--- config.mk ---
export PLATFORM = sky130hd
export DESIGN_NAME = pstd_sqrt_cell
export DESIGN_NICKNAME = d
export VERILOG_FILES = /design/src/sv/pstd_pkg.sv /design/src/sv/pstd_sqrt_cell.sv
export SDC_FILE = /design/constraint.sdc
export NUM_CORES = 1
export LEC_CHECK = 0
export ABC_AREA = 1
export BUFFER_PORTS_ARGS = -buffer_cell sky130_fd_sc_hd__buf_2
export CAP_MARGIN = 20
export CORE_UTILIZATION = 45
export DETAILED_ROUTE_END_ITERATION = 10
export GPL_TIMING_DRIVEN = 0
export PLACE_DENSITY_LB_ADDON = 0.15
export SLEW_MARGIN = 20
export SYNTH_ARGS = -nofsm -noshare
export SYNTH_HDL_FRONTEND = slang
export SYNTH_SLANG_ARGS = --single-unit
--- constraint.sdc ---
create_clock -name clock -period 2.08 [get_ports clock]
set_input_delay 0.208 -clock clock [delete_from_list [all_inputs] [get_ports clock]]
set_output_delay 0.208 -clock clock [all_outputs]
set_load 0.1 [all_outputs]
--- src/sv/pstd_pkg.sv ---
// Shared package for the point-to-segment distance unit.
// Holds the default coordinate width, the region codes and the control struct.
// No dependencies.
`default_nettype none
package pstd_pkg;
   localparam int COORD_WIDTH_DEF = 32;

   localparam logic [1:0] REGION_START    = 2'd0;
   localparam logic [1:0] REGION_END      = 2'd1;
   localparam logic [1:0] REGION_INTERIOR = 2'd2;

   typedef struct packed {
      logic       valid;
      logic [1:0] region;
   } ctl_type;
endpackage
`default_nettype wire

--- src/sv/pstd_sqrt_cell.sv ---
// One step of the pipelined integer square root: settles one root bit.
// Depends on pstd_pkg.
`default_nettype none
module pstd_sqrt_cell #(
   parameter int COORD_WIDTH = pstd_pkg::COORD_WIDTH_DEF,
   parameter int BIT_POS     = 0
) (
   input  wire logic                       clock,
   input  wire logic                       reset,
   input  wire logic                       adv,
   input  wire pstd_pkg::ctl_type          ctl_i,
   input  wire logic [2*COORD_WIDTH+1:0]   rem_i,
   input  wire logic [COORD_WIDTH:0]       root_i,
   output pstd_pkg::ctl_type               ctl_o,
   output logic [2*COORD_WIDTH+1:0]        rem_o,
   output logic [COORD_WIDTH:0]            root_o
);
   import pstd_pkg::*;

   localparam int VW = 2 * COORD_WIDTH + 2;
   localparam int RW = COORD_WIDTH + 1;

   ctl_type       ctl_ff;
   logic [VW-1:0] rem_ff, rem_in, trial;
   logic [RW-1:0] root_ff, root_in;

   // rem holds n - root^2; setting this bit costs 2*root*2^b + 2^(2b).
   always_comb begin
      trial   = (VW'(root_i) << (BIT_POS + 1)) | (VW'(1) << (2 * BIT_POS));
      rem_in  = rem_i;
      root_in = root_i;
      if (rem_i >= trial) begin
         rem_in  = rem_i - trial;
         root_in = root_i | (RW'(1) << BIT_POS);
      end
   end

   always_ff @(posedge clock) begin
      if (reset) begin
         ctl_ff.valid <= 1'b0;
      end else if (adv) begin
         ctl_ff.valid <= ctl_i.valid;
      end
      if (adv) begin
         ctl_ff.region <= ctl_i.region;
         rem_ff        <= rem_in;
         root_ff       <= root_in;
      end
   end

   assign ctl_o  = ctl_ff;
   assign rem_o  = rem_ff;
   assign root_o = root_ff;
endmodule
`default_nettype wire

==> results.yml <==
run_status:
  status: "finished clean"
setup_path:
  cp.required_ns: 2.26
  critPathLaunchType: "input port"
  timing.rr.start: "ctl_o[2]"
  end_kind: "flop"
  r2r_setup_slack_ns: 1.50
  critPathLaunch: "root_i[22]"
  arrival_ns: 2.17
  cp-endpoint: "rem_o[57]"
  r2r_cells: 2
  worstSetupPathType: "in -> reg"
  worstPathMaxFanout: 4
  r2r_end: "ctl_o[2]"
sta:
  skew_ns: 0
  finalSetupViolCount: 0
  tightest_slew_ns: 0.537
  slew_headroom: 0.642
  setup_tns_ns: 0
  hold_viol: 0
  final.period_utilization: 0.958
  drv_slew: 0
  timing.hold.ws_ns: 0.0107
  worst_slack_ns: 0.0870
  period_needed_ns: 1.99
  timing.fmax_ghz: 0.502
synth:
  syn_avg_cell_area_um2: 6.78
  syn_inst: 1181
  synth_top_area_cell: "edfxtp_1"
  yosysTopAreaCellShare: 0.379
  yosysWarnings: 0
  synth-edff-count: 101
  syn_nets: 1321
  yosys.cell_types.count: 35
  syn_area_um2: 8010
  ys_seq_area_frac: 0.381
  ys_async_sr_fraction: 0
  synth_flop_cell: "edfxtp_1"
  ys_ff_latch: 102
  synth_area_leaders: "edfxtp_1 (38%), nand2_1 (21%), inv_1 (10%), nor2_1 (6.2%), ha_1 (5.3%)"
floorplanning:
  core_um2: 17400
  fp.dieW_um: 135
  die_h_um: 135
  ios: 207
  dieArea_um2: 18300
  rows: 48
  initial_utilization: 0.462
clock_network:
  cts_root_buf: "clkbuf_16"
  h-tree-depth: 3
  clk_latency_ns: 0.36
  numCtsBuffers: 9
  numClockSinks: 102
  cts_tree: "done"
  clockBufferDepth: 2
  clk_pin_slew_ns: 0.08
cells_and_area:
  utilization: 0.588
  fillers: 1696
  syn2layout_area_growth_pct: 27.4
  drive_gt1_frac: 0.233
  layoutNonFillerInstCount: 1635
  finalInstanceArea_um2: 10200
  diodes: 0
  final_cell_mix: "nand2_1 (413), inv_1 (222), buf_2 (206), nor2_1 (114), edfxtp_1 (101)"
  seq_area_um2: 3050
  final_common_cell: "nand2_1"
  fin_nets: 1546
  multi_input_area_um2: 4450
detailed_routing:
  post_drt_wl_per_cell_um: 16.7
  viasPerCell: 5.11
  vias: 8357
  routed_wl_mm: 27.3
  firstDrtPassIters: 5
  ant_nets: 0
  drc: 0
  dr.first_iter.drc_count: 608
global_route:
  met2_usage: 0.486
  grt_pass1_vias: 7644
  grt_use_total: 0.296
  busiest_layer: "met2"
  grt.overflow.total: 0
  antenna_found_initial: 0
  grt_max_degree: 54
  grt_util_met3: 0.0340
  met1_usage: 0.412
  grt_pass1_wl_mm: 40.3
place:
  dpl_cell_area_um2: 9370
  place_inst: 1613
  dpl_worst_slack_ns: -0.732
  io_buffers: 206
  gp_congestion: 0.939
  post-dp-hpwl_mm: 22.3
power_and_ir_drop:
  p_leak_nw: 4.95
  total_power_mw: 7.72
  ir_worst_vdd_mv: 0.556
  p_per_area_nw_per_um2: 756
job:
  maxCapViolCount: 0
hold_path:
  hold_class: "in -> reg"
synthesized netlist by cell type, types with 2 or more instances:
library cell and count:
nor3_1 11, o21ai_1 19, nand3_1 44, nand2_1 438
nor4_1 2, ha_1 34, buf_6 7, nor2_1 132
and2_1 4, xor2_1 3, nor3b_1 2, a21oi_1 55
inv_2 2, nand3b_1 12, nor2_2 3, inv_1 224
edfxtp_1 101, xnor2_1 30, or2_2 3, nor2_4 2
and3_1 2, o21ai_0 22, o21bai_1 2, nand4_1 16
sequential cells by signal (all words and copies together) (netlist names):
| name | count |
|---|---|
| root_o | 33 |
| rem_o | 66 |
| ctl_o | 3 |
worst max-delay path, stage by stage:
cell and delay (ns):
buf_2 0.09, inv_1 0.04, ha_1 0.34, nand2_1 0.15
nor2_1 0.28, nand2_1 0.15, nor2_1 0.16, nand2_1 0.07
nand3_1 0.24, nand2_1 0.11, nand2_1 0.07, nand2_1 0.04
a21oi_1 0.20
how the worst min path moves through the flow:
| stage | start | endpoint | slack (ns) | cells after the start |
|---|---|---|---|---|
| 5_1_grt | ctl_i[0] | ctl_o[0] | 0.02 | 1 |
| 2_1_floorplan | reset | ctl_o[2] | 0.28 | 1 |
| 3_3_place_gp | reset | ctl_o[2] | 0.37 | 2 |
| 3_5_place_dp | reset | ctl_o[2] | 0.37 | 2 |
| 6_report | ctl_i[1] | ctl_o[1] | 0.01 | 1 |
| 4_1_cts | ctl_i[1] | ctl_o[1] | 0.007 | 1 |
where the power goes:
group          internal, mW  switching, mW
combinational         0.683           2.58
clock                  1.05          0.814
sequential             2.53         0.0510
total                  4.27           3.45
kinds of logic (layout without fill, tap and decap cells):
logic type,count (synthesis),count (layout),synth area share
xor gates and xnor gates,33,33,0.0361
AOI/OAI and AO/OA,100,100,0.0639
adders and majority gates,35,35,0.0556
muxes,1,1,0.00125
DFF,102,102,0.381
and+or+nand+nor,673,673,0.344
buffers and inverters,237,466,0.118
what timing repair did:
item | CTS | global route
resized for setup | 24 | 75
hold buffers | 1 | 0
pin swaps | 2 | 8
endpoints found under the setup margin | 62 | 64
endpoints found under the hold margin | 1 | 0
setup buffers | 2 | 4
routing by layer:
layer	vias up	part of all wire
met1	3882	0.44
met4	0	0.016
li1	4141	-
met3	25	0.073
met5	-	0
met2	309	0.47
area by class of cell:
type | instances | area share
buffer | 11 | 0.0132
timing repair buffer | 214 | 0.110
multi-input combinational | 842 | 0.436
tap | 225 | 0.0276
sequential | 102 | 0.299
inverter | 226 | 0.0831
clock buffer | 10 | 0.0224
clock inverter | 5 | 0.00822
(Power assumes the default switching activity.)
