==> src/sv/pstd_pkg.sv <==
// Shared package for the point-to-segment distance unit.
// Holds the default coordinate width, the region codes and the control struct.
// No dependencies.
`default_nettype none
package pstd_pkg;
   localparam int COORD_WIDTH_DEF = 32;

   localparam logic [1:0] REGION_START    = 2'd0;
   localparam logic [1:0] REGION_END      = 2'd1;
   localparam logic [1:0] REGION_INTERIOR = 2'd2;

   typedef struct packed {
      logic       valid;
      logic [1:0] region;
   } ctl_type;
endpackage
`default_nettype wire

==> src/sv/pstd_div_cell.sv <==
// One step of the pipelined ceil(d*d/m) divider: takes one dividend bit.
// Depends on pstd_pkg.
`default_nettype none
module pstd_div_cell #(
   parameter int COORD_WIDTH = pstd_pkg::COORD_WIDTH_DEF,
   parameter int BIT_POS     = 0
) (
   input  wire logic                       clock,
   input  wire logic                       reset,
   input  wire logic                       adv,
   input  wire pstd_pkg::ctl_type          ctl_i,
   input  wire logic [2*COORD_WIDTH+1:0]   d_i,
   input  wire logic [2*COORD_WIDTH+1:0]   m_i,
   input  wire logic [2*COORD_WIDTH+1:0]   w_i,
   input  wire logic [2*COORD_WIDTH+1:0]   q_i,
   input  wire logic [2*COORD_WIDTH+1:0]   r_i,
   output pstd_pkg::ctl_type               ctl_o,
   output logic [2*COORD_WIDTH+1:0]        d_o,
   output logic [2*COORD_WIDTH+1:0]        m_o,
   output logic [2*COORD_WIDTH+1:0]        w_o,
   output logic [2*COORD_WIDTH+1:0]        q_o,
   output logic [2*COORD_WIDTH+1:0]        r_o
);
   import pstd_pkg::*;

   localparam int VW = 2 * COORD_WIDTH + 2;

   ctl_type       ctl_ff;
   logic [VW-1:0] d_ff, m_ff, w_ff, q_ff, r_ff, q_in, r_in;
   logic [VW-1:0] r_dbl, q_dbl;

   // Remainder stays below m: double it, reduce, add d when the bit is set, reduce.
   always_comb begin
      r_dbl = {r_i[VW-2:0], 1'b0};
      q_dbl = {q_i[VW-2:0], 1'b0};
      if (r_dbl >= m_i) begin
         r_dbl = r_dbl - m_i;
         q_dbl = q_dbl + VW'(1);
      end
      r_in = r_dbl;
      q_in = q_dbl;
      if (d_i[BIT_POS]) begin
         r_in = r_dbl + d_i;
         if (r_in >= m_i) begin
            r_in = r_in - m_i;
            q_in = q_dbl + VW'(1);
         end
      end
   end

   always_ff @(posedge clock) begin
      if (reset) begin
         ctl_ff.valid <= 1'b0;
      end else if (adv) begin
         ctl_ff.valid <= ctl_i.valid;
      end
      if (adv) begin
         ctl_ff.region <= ctl_i.region;
         d_ff          <= d_i;
         m_ff          <= m_i;
         w_ff          <= w_i;
         q_ff          <= q_in;
         r_ff          <= r_in;
      end
   end

   assign ctl_o = ctl_ff;
   assign d_o   = d_ff;
   assign m_o   = m_ff;
   assign w_o   = w_ff;
   assign q_o   = q_ff;
   assign r_o   = r_ff;
endmodule
`default_nettype wire

==> config.mk <==
export PLATFORM = sky130hd
export DESIGN_NAME = pstd_div_cell
export DESIGN_NICKNAME = d
export VERILOG_FILES = /design/src/sv/pstd_pkg.sv /design/src/sv/pstd_div_cell.sv
export SDC_FILE = /design/constraint.sdc
export NUM_CORES = 1
export LEC_CHECK = 0
export BUFFER_PORTS_ARGS = -buffer_cell sky130_fd_sc_hd__buf_2
export CAP_MARGIN = 25
export CORE_ASPECT_RATIO = 0.9
export CORE_MARGIN = 1.5
export CORE_UTILIZATION = 30
export CTS_CLUSTER_SIZE = 28
export DETAILED_ROUTE_END_ITERATION = 16
export SYNTH_ARGS = -nofsm -noshare
export SYNTH_HDL_FRONTEND = slang
export SYNTH_SLANG_ARGS = --single-unit
==> constraint.sdc <==
create_clock -name clock -period 9.1 [get_ports clock]
set_input_delay 1.82 -clock clock [delete_from_list [all_inputs] [get_ports clock]]
set_output_delay 1.82 -clock clock [all_outputs]
set_load 0.005 [all_outputs]
==> results.yml <==
synth:
  yosysWarnings: 0
  synth_cell_types: 84
  synthesis.area_um2: 25500
  synth_area_leader_cell: "edfxtp_1"
  synth.most_common_cell: "edfxtp_1"
  syn_avg_cell_area_um2: 9.29
  ys_seq_elements: 333
  ys_top_cells_by_area: "edfxtp_1, ha_1, a21oi_1, xnor2_1, nand2_1"
  netlist_top_cells_count: "edfxtp_1, a21oi_1, nand2_1, nor2_1, ha_1"
  yosys.area.top_type_share_pct: 39.1
  synth_cells: 2745
  synth-edff-count: 332
  seq_area_frac_synth_pct: 39.2
  synth-async-reset-ratio_pct: 0
  syn-num-nets: 3282
  synthFlopType: "edfxtp_1"
floorplan:
  io_pins: 669
  num_rows: 101
  fp.coreArea_um2: 84300
  fp.dieArea_um2: 86700
  chipWidth_um: 310
  fp.dieH_um: 280
  initial_core_util_pct: 30.2
critical_path:
  worst_setup_path_start_kind: "primary input"
  cp_max_fo: 7
  path_class: "primary input to register"
  path_common_cell: "buf_4"
  crit_arrival_ps: 9780
  cp_slowest_cell: "a211o_1"
  cp_data_required_time_ps: 9430
  slowest_delay_ps: 330
  crit_path_end_kind: "register"
cts:
  cts_tree: "yes"
  cts-htree-levels: 2
  root_buffer: "clkbuf_16"
  cts_buffers: 39
  cts.sinks: 333
  clk_transition_reported_paths_ps: 60
  clock_latency_ps: 580
  cts_buffer_depth: 3
power_and_ir_drop:
  p_leak_nw: 19.2
  vdd_drop_max_uv: 166
  powerDensity_nw_per_um2: 245
timing:
  fin_worst_skew_ps: 0
  tightest_slew_ps: 1110
  setup_viol: 132
  slew_violations: 0
  max-slew-margin-rel_pct: 25.6
  period_minus_slack_ps: 9450
  fmax_mhz: 106
  rsz0062_at_grt: "true"
  postLayoutSetupSlackWorst_ps: -350
  setup_tns_ps: -22020
  period_share_pct: 104
  hold_viol: 0
route:
  drc: 0
  via_per_inst: 5.03
  antenna_left: 0
  drt_pass1_iterations: 5
  drt-total-wl_um: 114000
  wl_per_cell_um: 20.5
  num_vias: 28000
  first_iter_violations: 1888
outcome:
  status: "complete, but fails checks"
  failed_checks: "setup timing"
min_path:
  hold_path_class: "register to register"
place:
  place_ws_ps: -1890
  io_buffers: 666
  placedCellCount: 5380
  post-dp-hpwl_um: 90100
  place.gp.congestion: 0.952
grt:
  grt_pass1_wl_um: 162000
  grt_max_degree: 135
  antenna_found_initial: 21
  overflow: 0
  track_usage_pct: 24.7
  grt_pass1_vias: 27100
final_layout:
  drive_above_1_share_pct: 49.9
  nFillCells: 7754
  final_cells: 5562
  final_util_pct: 50.1
  nets: 4925
  area_growth_pct: 65.7
flow_run:
  maxCapViolCount: 0
[where the power goes]
part           total [mW]  internal, mW  switching (mW)
clock                1.58         0.907           0.675
sequential           2.01          1.95          0.0626
combinational        6.76          3.38            3.38
total                10.4          6.23            4.12
[flip-flops by register name (all words and copies together) (netlist names)]
name / flops
m_o: 66
d_o: 66
q_o: 66
ctl_o: 3
r_o: 66
w_o: 66
[cell families after synthesis]
| family | synth area share [%] |
|---|---|
| adders and majority gates | 9.95 |
| xor gates and xnor gates | 8.18 |
| AOI/OAI and AO/OA | 21.1 |
| and+or+nand+nor | 15.3 |
| buffers and inverters | 4.03 |
| muxes | 2.18 |
| DFF | 39.2 |
[placed cells by master, fill, tap and decap left out, drive strengths merged, types with 6 or more instances in the layout]
cell type,Yosys,layout
and2,26,26
a21boi,13,13
a21o,112,112
nand3,78,79
a211oi,17,17
o2111ai,6,6
nor4,16,16
inv,142,145
ha,198,198
a31oi,40,40
o31ai,19,19
o22ai,6,6
nor2b,25,25
nand4,66,66
diode,0,12
a21oi,285,285
edfxtp,332,332
a211o,8,8
nor3,55,55
nand2,253,253
a41oi,8,8
xnor2,146,146
buf,24,1710
o221ai,6,6
or2,8,8
mux2,44,44
nand2b,10,10
o21a,31,31
o211ai,27,27
clkinv,0,18
and3,36,36
a221oi,9,9
o21bai,59,59
clkbuf,89,47
or3,14,14
nor2,222,222
o21ai,142,142
mux2i,6,6
xor2,92,92
[critical path: cells and delay by family]
kind | cells | cell delay (ps)
buffers and inverters | 27 | 3390
AOI/OAI and AO/OA | 14 | 2830
muxes | 3 | 840
adders and majority gates | 2 | 510
and+or+nand+nor | 2 | 240
xor gates and xnor gates | 1 | 100
[per-layer routing]
layer / GRT usage [%] / wire, um / share of wire, %
met5: 0 / 70 / 0.061
met4: 9.53 / 4580 / 4.0
met3: 4.57 / 7970 / 7.0
met2: 42.1 / 54600 / 48
met1: 30.7 / 46700 / 41
[repair_timing]
action	CTS	global route
hold buffers	0	0
resized for setup	326	301
gates cloned	9	2
setup buffers	59	35
pin swaps	110	105
setup endpoints to repair	132	132
[path summary, 6_finish.rpt]
check	start	endpoint	slack, ps	cells after the start
setup reg to reg	ctl_o[2]$_SDFFE_PP0P_	ctl_o[2]$_SDFFE_PP0P_	8480	2
setup / recovery	m_i[2]	r_o[25]$_DFFE_PP_	-350	49
hold / removal	ctl_o[2]$_SDFFE_PP0P_	ctl_o[2]$_SDFFE_PP0P_	520	2
hold reg to reg	ctl_o[2]$_SDFFE_PP0P_	ctl_o[2]$_SDFFE_PP0P_	520	2
[layout make-up]
| class | count | area (um2) | share of cell area, % |
|---|---|---|---|
| repair inverters | 1 | 20.0 | 0.0474 |
| diodes | 12 | 30.0 | 0.0711 |
| multi-input cells | 2158 | 17000 | 40.3 |
| clock buffers | 44 | 995 | 2.36 |
| flip-flops and latches | 333 | 9990 | 23.7 |
| well taps | 1133 | 1420 | 3.36 |
| repair buffers | 1713 | 11900 | 28.2 |
| inverters | 142 | 553 | 1.31 |
| clock inverters | 26 | 267 | 0.631 |
[per-stage QoR]
step                area [um2]  hold WS [ps]  power, mW
floorplan                25600           485       4.67
global placement         37100           468       7.33
detailed placement       37100           521       7.35
CTS                      40500           534       9.68
global route             42200           569       10.9
finish                   42200           524       10.4
Power figures use the tool's default switching activity.
